$ cat config.mk
export PLATFORM = sky130hd
export DESIGN_NAME = gji_shr
export DESIGN_NICKNAME = d
export VERILOG_FILES = /design/src/hdl/gji_pkg.sv /design/src/hdl/gji_shr.sv
export SDC_FILE = /design/constraint.sdc
export NUM_CORES = 2
export LEC_CHECK = 0
export BUFFER_PORTS_ARGS = -buffer_cell sky130_fd_sc_hd__buf_2
export CORE_MARGIN = 10
export CORE_UTILIZATION = 67
export CTS_CLUSTER_DIAMETER = 80
export DETAILED_ROUTE_END_ITERATION = 16
export PLACE_DENSITY_LB_ADDON = 0.3
export REMOVE_ABC_BUFFERS = 1
export SKIP_CTS_REPAIR_TIMING = 1
export SKIP_LAST_GASP = 1
export SYNTH_ARGS = -nofsm -noshare
export SYNTH_HDL_FRONTEND = slang
export SYNTH_SLANG_ARGS = --single-unit
$ cat constraint.sdc
create_clock -name clock -period 18.9 [get_ports clock]
set_input_delay 0.945 -clock clock [delete_from_list [all_inputs] [get_ports clock]]
set_output_delay 0.945 -clock clock [all_outputs]
set_load 0.1 [all_outputs]
$ cat src/hdl/gji_pkg.sv
package gji_pkg;

   localparam int MAX_N     = 8;
   localparam int FRAC_BITS = 16;
   localparam int CELLS     = MAX_N * MAX_N;
   localparam int CELL_W    = (CELLS > 1) ? $clog2(CELLS) : 1;
   localparam int CNT_W     = $clog2(CELLS + 1);
   localparam int N_W       = $clog2(MAX_N + 1);
   localparam int DIV_W     = 32 + FRAC_BITS;
   localparam logic signed [31:0] Q_ONE = 32'sd1 <<< FRAC_BITS;

   typedef struct packed {
      logic signed [31:0] element;
      logic               last_element;
   } gji_req_type;

   typedef struct packed {
      logic signed [31:0] entry;
      logic               last_entry;
      logic               singular;
   } gji_rsp_type;

   typedef enum logic [4:0] {
      ST_IDLE, ST_INIT, ST_COL, ST_SRCH,
      ST_SWA, ST_SWB, ST_SWC, ST_SWD,
      ST_PIV, ST_PIV2,
      ST_SCA, ST_SCB, ST_SCC, ST_SCD,
      ST_SHF, ST_SHG, ST_SHA, ST_SHB, ST_SHC, ST_SHD, ST_SHE, ST_SHW,
      ST_ORD, ST_OUT, ST_SING
   } gji_state_type;

   function automatic logic [N_W-1:0] order_n(input logic [3:0] size);
      logic [N_W-1:0] res;
      if (size == 4'd0) begin
         res = N_W'(1);
      end else if (32'(size) > MAX_N) begin
         res = N_W'(MAX_N);
      end else begin
         res = N_W'(size);
      end
      return res;
   endfunction

   function automatic logic [CELL_W-1:0] cell_addr(input logic [N_W-1:0] row,
                                                   input logic [N_W-1:0] col,
                                                   input logic [N_W-1:0] n);
      logic [2*N_W:0] t;
      t = (2*N_W+1)'(row) * (2*N_W+1)'(n) + (2*N_W+1)'(col);
      return t[CELL_W-1:0];
   endfunction

endpackage

$ cat src/hdl/gji_shr.sv
module gji_shr (
   input  logic               clock,
   input  logic signed [31:0] f,
   input  logic signed [31:0] x,
   input  logic signed [31:0] y,
   output logic signed [31:0] q
);
   import gji_pkg::*;

   logic signed [63:0] prod_ff;
   logic signed [31:0] x_ff, q_ff, q_in;
   logic signed [63:0] rnd, m;
   logic signed [64:0] diff;

   always_comb begin
      rnd  = prod_ff + (64'sd1 <<< (FRAC_BITS - 1)) - 64'(prod_ff[63]);
      m    = rnd >>> FRAC_BITS;
      diff = 65'(x_ff) - 65'(m);
      if (diff > 65'sh07fffffff) begin
         q_in = 32'sh7fffffff;
      end else if (diff < -65'sh080000000) begin
         q_in = 32'sh80000000;
      end else begin
         q_in = 32'(diff);
      end
   end

   always_ff @(posedge clock) begin
      prod_ff <= 64'(f) * 64'(y);
      x_ff    <= x;
      q_ff    <= q_in;
   end

   assign q = q_ff;

endmodule

==> reports/metrics.csv <==
metric,value,unit
synthCells,4921,
vias_per_cell,5.79,
wirelength,117000,um
die_h,278,um
synth_area_leaders,"fa_1 48%, inv_1 8.9%, ha_1 8.2%",
status,"finished, final reports clean",
cts_buffers,17,
ys_ff_latch,128,
std_cell_rows,94,
synth_area,44700,um2
cts_tree,built,
drtIter0Drc,2481,
worstPathRequired,19210,ps
drv_slew,0,
dpl_worst_slack,9440,ps
max_freq,111,MHz
layout_min_cycle_time,8990,ps
num_vias,33200,
synth_flop_cell,dfxtp_1,
avgSynthCellArea,9.09,um2
setup_slack,9910,ps
grt_max_degree,33,
synth.distinct_cells,74,
firstDrtPassIters,6,
cts.sinks,128,
async_reset_ff_share,0,%
fin_tns_setup,0,ps
met1_usage,40.3,%
synth-warning-count,0,
gp_congestion,0.997,
maxCapViolCount,0,
htreeDepth,4,
clockBufferDepth,2,
grt_setup_unrepaired,no,
layout-drive-gt1-share,4.07,%
synth_top_cell_by_area,fa_1,
detail_route.wl_per_cell,20.4,um
hold_class,in -> reg,
synth-compound-area-share,7.60,%
path_max_fanout,32,
maxSlewHeadroom,20.5,%
setup_viol,0,
critical_path.startpoint_type,input pin,
grt_pass1_wl,192000,um
die_area,77500,um2
synth_top_area_share,48.5,%
tightest_slew,1190,ps
synth_mux_area_share,0.0923,%
track_usage,31.3,%
fin_crit_sh,47.6,%
cp-end-kind,register,
synth_seq_area_share,5.73,%
hpwlAfterDp,91300,um
worstSkewPairLatency,450,ps
syn_to_final_growth,3.42,%
finalNetCount,6331,
hold_viol,0,
grt_most_used_layer,met2,
antenna_left,0,
clock-root-buffer,clkbuf_16,
yosysMostFrequentCell,fa_1,
port_buffers,128,
antenna_found_initial,1,
synth-simple-area-share,16.0,%
fin_worst_skew,17.2,ps
initial_core_util,67.8,%
synthTopCellsByCount,"1,083 x fa_1, 1,061 x inv_1, 603 x nand2_1, 517 x and2_1, 294 x ha_1",
first_global_vias,36300,
overflow,0,
synth_xor_area_share,3.05,%
synth-edff-count,0,
num_antenna_cells,0,
synth_top_family_by_area,adder cells,
use_met3,10.4,%
route.detailed.drc,0,
crit_type,in -> reg,
pin_count,129,
die_w,278,um
met2_usage,49.3,%
arrival,9300,ps
cts.clk_slew.worst_paths,70,ps
synth-adder-area-share,56.7,%
core_area,66000,um2
flip-flops by register name, indices dropped and copies added, names as in the netlist:
register	flops
prod_ff	64
q	32
x_ff	32
layout by cell type, fill, tap and decap left out, drive strengths merged, types with 9 or more instances in the layout:
cell type,instances
and2,517
a21o,74
buf,141
nor2,133
and3,14
a21boi,9
o21ai,127
clkbuf,18
o31ai,14
a31oi,17
fa,1083
xnor2,102
nand4,26
o211ai,17
o21bai,19
nor3,32
nand2,603
xor2,54
nand2b,24
nor2b,15
o21a,22
inv,1065
dfxtp,128
ha,294
a211oi,24
nand3,40
a21oi,145
worst paths after layout:
path         slack [ps]  cells past startpoint             endpoint                start
max                9910                     27  prod_ff[63]$_DFF_P_                f[31]
min                 590                      1     x_ff[27]$_DFF_P_                x[27]
max reg2reg       11130                     24     q[29]$_SDFF_PN1_  prod_ff[16]$_DFF_P_
min reg2reg         620                      3      q[0]$_SDFF_PN1_      x_ff[0]$_DFF_P_
cell families (layout without fill, tap and decap cells):
| family | after synthesis | after routing |
|---|---|---|
| AOI/OAI and AO/OA | 528 | 528 |
| xor gates and xnor gates | 156 | 156 |
| adders and majority gates | 1377 | 1377 |
| buffers and inverters | 1286 | 1235 |
| DFF | 128 | 128 |
| muxes | 4 | 4 |
| and+or+nand+nor | 1442 | 1442 |
area by class of cell:
cell class              count  area (um2)
fillers                  5080       19700
inverters                1062        3990
repair buffers            141         738
clock inverters            14         134
clock buffers              18         439
multi-input cells        3507       37300
well taps                 864        1080
flip-flops and latches    128        2560
metal layers:
layer | wire (um) | part of all wire (%) | up-vias
met5 | 15 | 0.013 | -
met4 | 4400 | 3.8 | 2
met3 | 14800 | 13 | 302
met2 | 52500 | 45 | 1751
met1 | 45400 | 39 | 16500
li1 | - | - | 14600
worst max-delay path, stage by stage:
cell	delay [ps]
buf_2	520
nand2_1	250
inv_1	140
fa_1	400
inv_1	260
fa_1	460
inv_1	230
fa_1	510
fa_1	850
inv_1	440
fa_1	600
inv_1	60
fa_1	520
inv_1	50
fa_1	470
inv_1	50
fa_1	450
ha_1	360
and3_1	240
and3_1	170
nand3_1	70
o21ai_0	180
a41oi_1	230
a21boi_0	330
a21oi_1	150
o21ai_0	220
xnor2_1	90
metrics by stage:
step | util (%) | hold slack (ps) | std cells | area [um2]
floorplan | - | 551 | 4697 | 43900
global placement | 69.2 | 580 | 5702 | 45700
detailed placement | 69.2 | 612 | 5702 | 45700
CTS | 70.1 | 569 | 5734 | 46300
global route | 70.1 | 586 | 5734 | 46300
finish | 70.1 | 588 | 5734 | 46300
Power is not shown: default switching activity piles up to over one toggle a cycle in this logic, so the estimate is an artifact.
