--- config.mk ---
export PLATFORM = sky130hd
export DESIGN_NAME = gji_div
export DESIGN_NICKNAME = d
export VERILOG_FILES = /design/src/hdl/gji_pkg.sv /design/src/hdl/gji_div.sv
export SDC_FILE = /design/constraint.sdc
export NUM_CORES = 1
export LEC_CHECK = 0
export ABC_AREA = 1
export BUFFER_PORTS_ARGS = -buffer_cell sky130_fd_sc_hd__clkbuf_2
export CAP_MARGIN = 20
export CORE_MARGIN = 3
export CORE_UTILIZATION = 56
export CTS_BUF_LIST = sky130_fd_sc_hd__clkbuf_8 sky130_fd_sc_hd__clkbuf_16
export DETAILED_ROUTE_END_ITERATION = 8
export GPL_ROUTABILITY_DRIVEN = 0
export GPL_TIMING_DRIVEN = 0
export PLACE_DENSITY = 0.78
export REMOVE_ABC_BUFFERS = 1
export SYNTH_ARGS = -nofsm -noshare
export SYNTH_HDL_FRONTEND = slang
export SYNTH_SLANG_ARGS = --single-unit
--- constraint.sdc ---
create_clock -name clock -period 3.3 [get_ports clock]
set_input_delay 0.165 -clock clock [delete_from_list [all_inputs] [get_ports clock]]
set_output_delay 0.165 -clock clock [all_outputs]
set_load 0.01 [all_outputs]
--- src/hdl/gji_pkg.sv ---
package gji_pkg;

   localparam int MAX_N     = 8;
   localparam int FRAC_BITS = 16;
   localparam int CELLS     = MAX_N * MAX_N;
   localparam int CELL_W    = (CELLS > 1) ? $clog2(CELLS) : 1;
   localparam int CNT_W     = $clog2(CELLS + 1);
   localparam int N_W       = $clog2(MAX_N + 1);
   localparam int DIV_W     = 32 + FRAC_BITS;
   localparam logic signed [31:0] Q_ONE = 32'sd1 <<< FRAC_BITS;

   typedef struct packed {
      logic signed [31:0] element;
      logic               last_element;
   } gji_req_type;

   typedef struct packed {
      logic signed [31:0] entry;
      logic               last_entry;
      logic               singular;
   } gji_rsp_type;

   typedef enum logic [4:0] {
      ST_IDLE, ST_INIT, ST_COL, ST_SRCH,
      ST_SWA, ST_SWB, ST_SWC, ST_SWD,
      ST_PIV, ST_PIV2,
      ST_SCA, ST_SCB, ST_SCC, ST_SCD,
      ST_SHF, ST_SHG, ST_SHA, ST_SHB, ST_SHC, ST_SHD, ST_SHE, ST_SHW,
      ST_ORD, ST_OUT, ST_SING
   } gji_state_type;

   function automatic logic [N_W-1:0] order_n(input logic [3:0] size);
      logic [N_W-1:0] res;
      if (size == 4'd0) begin
         res = N_W'(1);
      end else if (32'(size) > MAX_N) begin
         res = N_W'(MAX_N);
      end else begin
         res = N_W'(size);
      end
      return res;
   endfunction

   function automatic logic [CELL_W-1:0] cell_addr(input logic [N_W-1:0] row,
                                                   input logic [N_W-1:0] col,
                                                   input logic [N_W-1:0] n);
      logic [2*N_W:0] t;
      t = (2*N_W+1)'(row) * (2*N_W+1)'(n) + (2*N_W+1)'(col);
      return t[CELL_W-1:0];
   endfunction

endpackage

--- src/hdl/gji_div.sv ---
module gji_div (
   input  logic               clock,
   input  logic               reset,
   input  logic               start,
   input  logic signed [31:0] x,
   input  logic signed [31:0] p,
   output logic               done,
   output logic signed [31:0] q
);
   import gji_pkg::*;

   localparam int CW = $clog2(DIV_W);

   logic             run_ff, run_in, fin_ff, fin_in, neg_ff, neg_in;
   logic [CW-1:0]    cnt_ff, cnt_in;
   logic [DIV_W-1:0] dvd_ff, dvd_in, quo_ff, quo_in;
   logic [31:0]      rem_ff, rem_in, ad_ff, ad_in;
   logic [31:0]      ax, apd;
   logic [32:0]      trial;

   always_comb begin
      ax = x[31] ? 32'(-x) : 32'(x);
      apd = p[31] ? 32'(-p) : 32'(p);
      trial = {rem_ff, dvd_ff[DIV_W-1]};
      run_in = run_ff;
      fin_in = 1'b0;
      neg_in = neg_ff;
      cnt_in = cnt_ff;
      dvd_in = dvd_ff;
      quo_in = quo_ff;
      rem_in = rem_ff;
      ad_in  = ad_ff;
      if (start) begin
         ad_in  = apd;
         dvd_in = {ax, FRAC_BITS'(0)} + DIV_W'(apd >> 1);
         rem_in = '0;
         quo_in = '0;
         cnt_in = '0;
         neg_in = x[31] ^ p[31];
         run_in = 1'b1;
      end else if (run_ff) begin
         dvd_in = {dvd_ff[DIV_W-2:0], 1'b0};
         if (trial >= {1'b0, ad_ff}) begin
            rem_in = 32'(trial - {1'b0, ad_ff});
            quo_in = {quo_ff[DIV_W-2:0], 1'b1};
         end else begin
            rem_in = trial[31:0];
            quo_in = {quo_ff[DIV_W-2:0], 1'b0};
         end
         cnt_in = cnt_ff + CW'(1);
         if (32'(cnt_ff) == DIV_W - 1) begin
            run_in = 1'b0;
            fin_in = 1'b1;
         end
      end
   end

   always_ff @(posedge clock) begin
      if (reset) begin
         run_ff <= 1'b0;
         fin_ff <= 1'b0;
      end else begin
         run_ff <= run_in;
         fin_ff <= fin_in;
      end
      neg_ff <= neg_in;
      cnt_ff <= cnt_in;
      dvd_ff <= dvd_in;
      quo_ff <= quo_in;
      rem_ff <= rem_in;
      ad_ff  <= ad_in;
   end

   always_comb begin
      if (!neg_ff) begin
         q = (quo_ff > DIV_W'(32'h7fffffff)) ? 32'sh7fffffff : 32'(quo_ff);
      end else begin
         q = (quo_ff > DIV_W'(33'h080000000)) ? 32'sh80000000 : 32'(-quo_ff);
      end
   end

   assign done = fin_ff;

endmodule

==> flow_summary.toml <==
[finish]
seq_area_um2 = 4190
area_growth_pct = 12.9
fin_cells = 2129
n_antenna_cell = 0
fin_util_pct = 64.4
multi_input_area_um2 = 7460
nFillCells = 1930
fin_nets = 1954
drive_above_1_share_pct = 16.3
final_design_area_no_fill_um2 = 14100

[timing]
hold_viol_final = 0
drv_slew = 0
layout_worst_path_cycle_share_pct = 95.2
rsz0062_at_grt = "true"
finalCriticalPeriod_ps = 3140
skew_ps = 13.5
finalSetupViolCount = 0
tns_ps = 0
slew_headroom_pct = 36.5
fin_ws_ps = 159
holdWs_ps = 61.5
fmax_mhz = 318
worst_slew_pin_slew_ps = 950

[place]
numPortBuffers = 99
pre_cts_slack_ps = -639
placed_cell_area_um2 = 13200
dp_hpwl_um = 23000
post-place-cells = 2082

[global_routing]
grt_pass1_wl_um = 52600
grt_start_max_net_pins = 71
grtUsageTotal_pct = 26.0
grt_overflow = 0
antenna_found_initial = 0
grt_pass1_vias = 11100

[critical_path]
crit_path_top_delay_cell = "ha_1"
startpoint_type = "primary input"
cp_num_buf_inv = 3
worstPathRequired_ps = 3490
path_delay_family = "simple AND/OR/NAND/NOR gates"
critPathCaptureType = "flop"
crit_fanout = 4
cpMostUsedCell = "nand2_1"
arrival_ps = 3340
critical_path.max_stage_delay_ps = 360
critPathKind = "primary input to flop"

[floorplanning]
fp.dieArea_um2 = 24100
die_x_um = 155
start_util_pct = 57.0
core_um2 = 21900
ios = 100
row_count = 54
die_y_um = 155

[cts]
cts-root-buf = "clkbuf_16"
path_clk_slew_ps = 70
cts_inserted_buffers = 17
clkLatencyLatePin_ps = 440
clockBufferDepth = 2
htree_levels = 4
cts_tree = "yes"
cts_sinks = 169

[power]
power_density_nw_per_um2 = 394
power.net_switching_mw = 1.76
ir_drop_v = 0.000414
clock_power_share_pct = 35.8
power_frac_comb_pct = 20.5
seqPwrFrac_pct = 43.7
internal-power_mw = 3.79
switching_share_pct = 31.7
cellLeakagePower_nw = 6.52
power.total_mw = 5.55

[synth]
synthSimpleGateAreaFrac_pct = 33.8
yosys_warnings = 0
synthArstFlopShare_pct = 0
ys.flop_type = "dfxtp_1"
synth.cell_area_um2 = 12500
synth_edf_count = 81
netlist_instances = 1750
ys_ff_latch = 169
synthTopCellsByArea = "edfxtp_1, nand2_1, dfxtp_1, inv_1, ha_1"
synth_xor_area_share_pct = 7.24
synth-compound-area-share_pct = 11.9
synth_fa_ha_area_share_pct = 5.23
synth.most_common_cell = "nand2_1"
synth_top_family_by_area = "simple AND/OR/NAND/NOR gates"
ys_types = 54
synthMuxAreaShare_pct = 0
yosysSeqAreaShare_pct = 33.6
netlist.top_cell.by_area = "edfxtp_1"
synth_top_area_share_pct = 19.5
synthTopCellsByCount = "nand2_1, inv_1, nor2_1"
avgSynthCellArea_um2 = 7.13

[route]
initialDrtViolationCount = 1085
detail-route-antenna-nets = 0
vias = 12000
first_pass_iters = 6
routedWlPerCell_um = 14.9
wl_um = 31600
route.detailed.drc = 0
vias_per_cell = 5.65

[run]
cap_violations = 0

[run_status]
status = "finished clean"

[worst_hold_path]
hold_class = "primary input to flop"
==> tightest hold or removal path, cell delays in order <==
cell and delay [ps]:
clkbuf_2 110, nand2_1 70, nand2_1 50
==> layer usage <==
metal / vias up / routed length [um] / global-route usage (%)
li1: 5972 / - / -
met1: 5517 / 14400 / 37.2
met2: 480 / 14500 / 41.9
met3: 58 / 2170 / 2.89
met4: 0 / 591 / 7.00
met5: - / 0 / 0
==> layout by cell type (no fill, tap or decap), types with 6 or more instances in the layout <==
cell type / count
nand2_1: 468
inv_1: 193
nor2_1: 138
nand3_1: 104
clkbuf_2: 96
dfxtp_1: 88
edfxtp_1: 81
o21ai_0: 77
xor2_1: 63
a21oi_1: 49
o22ai_1: 48
ha_1: 47
nand2_2: 38
xnor2_1: 35
nand4_1: 34
nand3b_1: 27
nor2_2: 20
inv_2: 20
o21ai_1: 18
nand3_2: 17
clkbuf_16: 17
nor3_1: 16
nor4_1: 14
o221ai_1: 14
nor2_4: 13
buf_4: 13
a21o_1: 8
nand2_4: 7
o21ai_2: 6
==> state kept, by name, summed over array words and instances, names as in the netlist <==
register	flops
ad_ff	32
cnt_ff	6
done	1
dvd_ff	48
neg_ff	1
quo_ff	48
rem_ff	32
run_ff	1
==> final timing paths <==
| kind | slack, ps | start | depth (start not counted) | to |
|---|---|---|---|---|
| worst max-delay path | 160 | p[6] | 25 | dvd_ff[43] |
| worst min-delay path | 60 | p[1] | 3 | ad_ff[1] |
| worst max register to register | 290 | ad_ff[20] | 14 | rem_ff[30] |
| worst min register to register | 470 | rem_ff[3] | 2 | rem_ff[3] |
==> area by class of cell <==
| cell class | count | share of cell area, % |
|---|---|---|
| Clock buffer | 18 | 3.12 |
| Clock inverter | 14 | 1.07 |
| Inverter | 216 | 5.81 |
| Multi-Input combinational cell | 1315 | 52.9 |
| Sequential cell | 169 | 29.8 |
| Tap cell | 280 | 2.49 |
| Timing Repair Buffer | 117 | 4.83 |
==> power by group through the flow <==
stage,Clock (mW),Combinational (mW),Sequential (mW)
finish,1.99,1.14,2.42
global route,2.10,1.27,2.44
CTS,2.02,1.05,2.42
detailed placement,0,1.04,2.47
global placement,0,1.01,2.47
floorplan,0,0.738,2.45
==> cells by family after synthesis <==
| logic type | Yosys count |
|---|---|
| XOR/XNOR | 101 |
| buffers and inverters | 266 |
| adder cells (fa/ha/maj) | 51 |
| flip-flops | 169 |
| AO/OA/AOI/OAI | 251 |
| AND/OR/NAND/NOR | 912 |
==> timing repair <==
action	in CTS	in global routing
gates cloned	0	0
setup endpoints to repair	79	85
pin swaps	1	15
buffers inserted	1	12
hold buffers	2	0
gates resized for setup	6	42
endpoints found under the hold margin	2	0
(Power assumes the default switching activity.)
